## config.mk

```make
export PLATFORM = sky130hd
export DESIGN_NAME = ppu_cmd_fifo
export DESIGN_NICKNAME = d
export VERILOG_FILES = /design/src/hw/rtl/ppu_pkg.sv /design/src/hw/rtl/ppu_cmd_fifo.sv
export SDC_FILE = /design/constraint.sdc
export NUM_CORES = 1
export LEC_CHECK = 0
export ABC_AREA = 1
export ABC_CLOCK_PERIOD_IN_PS = 21800
export BUFFER_PORTS_ARGS = -buffer_cell sky130_fd_sc_hd__buf_2
export CAP_MARGIN = 0
export CORE_UTILIZATION = 41
export DETAILED_ROUTE_END_ITERATION = 8
export PLACE_DENSITY_LB_ADDON = 0.05
export SLEW_MARGIN = 20
export SYNTH_ARGS = -nofsm -noshare
export SYNTH_HDL_FRONTEND = slang
export SYNTH_SLANG_ARGS = --single-unit
```

## constraint.sdc

```tcl
create_clock -name clock -period 21.8 [get_ports clock]
set_input_delay 2.18 -clock clock [delete_from_list [all_inputs] [get_ports clock]]
set_output_delay 2.18 -clock clock [all_outputs]
set_load 0.005 [all_outputs]
```

## src/hw/rtl/ppu_pkg.sv

```systemverilog
// Shared types and constants for the particle pool.
`default_nettype none
package ppu_pkg;
   localparam logic [1:0] OP_TICK  = 2'd0;
   localparam logic [1:0] OP_SPAWN = 2'd1;
   localparam logic [1:0] OP_CLEAR = 2'd2;
   localparam logic [1:0] OP_READ  = 2'd3;
   localparam logic [31:0] GOLDEN_MULT = 32'd2654435761;

   typedef struct packed {
      logic [1:0]  opcode;
      logic [23:0] delta_time;
      logic [31:0] pos_x;
      logic [31:0] pos_y;
      logic [31:0] vel_x;
      logic [31:0] vel_y;
      logic [31:0] lifetime;
      logic [5:0]  read_index;
   } cmd_type;

   typedef struct packed {
      logic        spawn_ok;
      logic [5:0]  slot_index;
      logic [31:0] seed;
      logic [6:0]  alive_count;
      logic        slot_alive;
      logic [31:0] slot_pos_x;
      logic [31:0] slot_pos_y;
      logic [31:0] slot_age;
   } rsp_type;
endpackage
`default_nettype wire

```

## src/hw/rtl/ppu_cmd_fifo.sv

```systemverilog
// Two-entry command queue between the front end and the slot engine.
`default_nettype none
module ppu_cmd_fifo (
   input  wire                  clock,
   input  wire                  reset,
   input  wire                  in_valid,
   output logic                 in_ready,
   input  ppu_pkg::cmd_type     in_cmd,
   output logic                 out_valid,
   input  wire                  out_ready,
   output ppu_pkg::cmd_type     out_cmd
);
   import ppu_pkg::*;
   cmd_type    mem_ff [2];
   logic       wr_ff, rd_ff;
   logic [1:0] cnt_ff;

   assign in_ready  = (cnt_ff != 2'd2);
   assign out_valid = (cnt_ff != 2'd0);
   assign out_cmd   = mem_ff[rd_ff];

   always_ff @(posedge clock) begin
      if (in_valid && in_ready) mem_ff[wr_ff] <= in_cmd;
      if (reset) begin
         wr_ff <= 1'b0; rd_ff <= 1'b0; cnt_ff <= 2'd0;
      end else begin
         if (in_valid && in_ready) wr_ff <= ~wr_ff;
         if (out_valid && out_ready) rd_ff <= ~rd_ff;
         cnt_ff <= cnt_ff + 2'(in_valid && in_ready) - 2'(out_valid && out_ready);
      end
   end
endmodule
`default_nettype wire

```

---- Yosys cells after proc, flatten, opt, wreduce, memory -nomap -nowiden ----
Memory sizes are Yosys's and may differ from the RTL's. A register that Yosys moved wholly into a read port is not among the register bits.
Cells that the tools add are included.
cells by class
  $add $sub $neg .......................... 2
  equality and inequality tests ........... 1
  mux-type cells .......................... 4
  bitwise operators ....................... 2
  reductions and logical operators ........ 3
operators by type and width
  cell                                  number
  2-to-1 mux 1 bit                      4
  adder 2 x 1 -> 2 bit                  1
  logical AND 1 bit                     2
  != test 2 bit, second input constant  1
  NOT 1 bit                             2
  nonzero test 2 bit                    1
  subtractor 2 x 1 -> 2 bit             1
word-level totals
  flip-flop bits (word level) ............. 4
  memory bits (writable) .................. 384
  bits of input ports ..................... 196
  word-level logic and storage cells ...... 16
  memories kept ........................... 1
memories
  name    words  bits a word  read ports  clocked after memory_dff  wr ports  RTL line            RTL
  mem_ff  2      192          1           1                         1         ppu_cmd_fifo.sv:14  cmd_type mem_ff [2];

---- Logic depth before layout (Yosys ltp) ----
  word-level depth ........................ 4
  gate-level depth with buffers ........... 11
  depth with buffers taken out ............ 11

---- Least setup slack after synthesis ----
OpenSTA, ideal clock, no wires.
  path type ............................... in2reg
  start point ............................. in in_valid
  end point ............................... mem mem_ff[0][0] (netlist name), enable pin
  arrival ................................. 10211 ps
  required time ........................... 21054 ps
  slack ................................... 10842 ps
  cell stages on the path ................. 2
  path through ............................ nand2_1 > nor2_1
between the ends
  cells in the longest elaborated chain, start to end .. 3
RTL lines
  element                                 RTL line            RTL
  from (decl)                             ppu_cmd_fifo.sv:6   input wire in_valid,
  logical AND 1 bit                       ppu_cmd_fifo.sv:23  if (in_valid && in_ready) mem_ff[wr_ff] <= in_cmd;
  2-to-1 mux 1 bit                        ppu_cmd_fifo.sv:23
  2-to-1 mux 1 bit (not written as such)  ppu_cmd_fifo.sv:23
  to (decl)                               ppu_cmd_fifo.sv:14
Every way passes these cells.

==> results by group <==
Clock tree
  • Worst-skew pair later-pin latency: between 500 and 600 ps
  • # clock sinks: 389
  • # hold bufs at CTS: 0
  • CTS Buffer Depth: 3
  • Clock Root Buffer: clkbuf_16
  • H-tree levels: 2
  • Cts repair resizes: 0
  • Clk slew on worst S/H paths: 60 ps
  • TritonCTS clock tree: built
  • Total CTS buffers: 42
  • Post-CTS Setup Inserts: 0

Drt
  • Initial DRC count: 337
  • Via density: 4.72
  • Via count: 7,220
  • Final antenna-violating net count: 0
  • Drt pass-1 iters: 4
  • Drt drc: 0
  • DRT Wirelength: roughly 29,000 um
  • Routed WL per cell: 19.0 um

Timing
  • Final setup viols: 0
  • Slew HR: 0.295
  • Max-slew violation count: 0
  • Worst slew pin tran: 1060 ps
  • Setup TNS: 0 ps
  • Fmax: 199 MHz
  • Unrepaired setup endpoints after global routing: no
  • Period Utilization, post-route: 0.230
  • Final hold violation count: 0
  • Clock Skew: 12.9 ps
  • Period minus WS final: 5020 ps

Hold path
  • Hold wc startpoint: rd_ff$_SDFFE_PP0P_
  • Worst Hold Path Cells: 2
  • HP Class: flip-flop to flip-flop

GRT
  • Largest net degree at the start of global routing: 77
  • Grt ovf: 0
  • First-pass GRT wire length: about 43,000 um
  • Number of global-route vias before repair: roughly 7,400
  • Initial antenna violation count: 5
  • Gr usage total: 0.161

Logic synthesis
  • Synth Net Count: 832
  • Mean Syn Cell Area: approximately 22 sq um
  • Largest area contributor in the netlist: edfxtp_1
  • Gate Count Post-Synth: between 600 and 700
  • Yosys warns: 0
  • Synth cell types: 11
  • Area share of the largest cell type after synthesis: 0.814
  • Area contributors post-synth: edfxtp_1 81%, mux2_2 15%, buf_6 1.6%
  • Post-synthesis register bit count: 389
  • Post-Syn Area: 14,200 sq um
  • Sequential area share after synthesis: 0.821

Placed design
  • Final GP Congestion: roughly 0.7
  • Dpl cells: ~1,500
  • Hpwl dp: about 19,000 um
  • IO buf count: 389

Pwr
  • VDD IR max: 0.0827 mV
  • Pwr Density: 114 nW/um^2
  • Leakage: 0.00661 uW

Worst setup path
  • R2R depth: 6
  • FF-to-FF End: mem_ff[0][146]$_DFFE_PP_
  • Critical path class: flip-flop to output port
  • Register-to-Register Setup Slack: between 15,000 and 20,000 ps
  • Crit Path Max Fanout: 76
  • Crit path DAT: around 2800 ps
  • Setup crit start kind: flip-flop
  • WP data required: 19,620 ps
  • Reg-to-reg critical path startpoint: cnt_ff[0]$_SDFF_PP0_
  • CP endpoint kind: output port

Layout
  • Area grow syn2layout: 25.5%
  • Final cell count without fillers: around 1,500
  • Storage cell area: between 10,000 and 15,000 sq um
  • Final net count: 1,251
  • Filler Cell Count: 2,849
  • Area of the multi-input gates: around 2300 sq um
  • Layout cells sized above 1: 0.596

Floorplan
  • Die width: 188 um
  • Die area: 35,300 sq um
  • Die Span Y: 188 um
  • Row cnt: 67
  • Core area: 33,800 sq um
  • IO Count: 390
  • Initial Util: 0.419

Status
  • Status: finished, final reports clean

Job
  • Number of max-cap violations: 0
worst max-delay path by stage:
stage / slack, ps / to / start
2_1_floorplan: 10840 / mem_ff[0][0]$_DFFE_PP_ / in_valid
3_3_place_gp: 16900 / mem_ff[0][64]$_DFFE_PP_ / in_valid
3_5_place_dp: 16890 / mem_ff[0][48]$_DFFE_PP_ / in_valid
4_1_cts: 16670 / out_cmd[70] / flip-flop
5_1_grt: 16580 / out_cmd[109] / flip-flop
6_report: 16780 / out_cmd[46] / flip-flop
metal layers:
layer | vias to the layer above | global-route usage | wire, um
li1 | 3355 | - | -
met1 | 3537 | 0.189 | 11700
met3 | 48 | 0.0719 | 2810
met5 | - | 0 | 58
met2 | 272 | 0.263 | 13900
met4 | 8 | 0.0516 | 557
through the flow:
step                hold WS [ps]  utilization  instance area, sq um  power, uW  worst slack (ps)
floorplan                    467            -                 14200       1260             10840
global route                 575        0.526                 17800       2120             16580
detailed placement           500        0.489                 16500       1410             16890
global placement             496        0.489                 16500       1410             16900
CTS                          514        0.526                 17800       2060             16670
finish                       508        0.526                 17800       2030             16780
flip-flops by register name, summed over array words and instances, names as in the netlist, named ones only:
name,count
rd_ff,1
cnt_ff,2
mem_ff,384
wr_ff,1
synthesized netlist by cell type:
cell type,number
a21oi_1,2
edfxtp_1,384
buf_2,1
dfxtp_1,5
ha_1,2
inv_1,8
buf_6,20
mux2_2,192
nor2_1,9
nand3_1,3
nand2_1,8
area by class of cell:
type                            instances  share of cell area
Sequential cell                       389               0.655
Multi-Input combinational cell        216               0.128
Timing Repair Buffer                  396               0.112
Clock buffer                           51              0.0646
Tap cell                              448              0.0315
Clock inverter                         18             0.00591
Inverter                                8             0.00197
Antenna cell                            3            0.000422
worst max-delay path: stages, from the launching register on:
cell,delay [ps]
dfxtp_4,760
buf_4,920
mux2_2,430
buf_2,130
report_power, final:
part           leakage [uW]  switching (uW)  internal (uW)  total [uW]
Combinational       0.00237             209            195         404
Clock              0.000617             266            382         649
Sequential          0.00363            28.8            947         976
Total               0.00661             504           1520        2030
logic make-up after synthesis:
family                     count (synthesis)  synth area share
adders and majority gates                  2           0.00177
AOI/OAI and AO/OA                          2          0.000707
muxes                                    192             0.153
DFF                                      389             0.821
buffers and inverters                     29            0.0184
and+or+nand+nor                           20           0.00556
cells in the final DEF, fill, tap and decap left out:
cell type,synthesis,routed
edfxtp_1,384,384
a21oi_1,2,2
nor2_1,9,8
buf_2,1,389
nor2_4,0,1
clkbuf_16,0,45
diode_2,0,3
clkbuf_1,0,6
nand3_1,3,3
inv_1,8,7
mux2_2,192,192
ha_1,2,2
dfxtp_4,0,1
inv_6,0,1
clkinv_2,0,5
bufinv_16,0,1
clkinv_1,0,11
buf_4,0,7
nand2_1,8,8
clkinv_4,0,1
dfxtp_1,5,4
(Power assumes the default switching activity.)
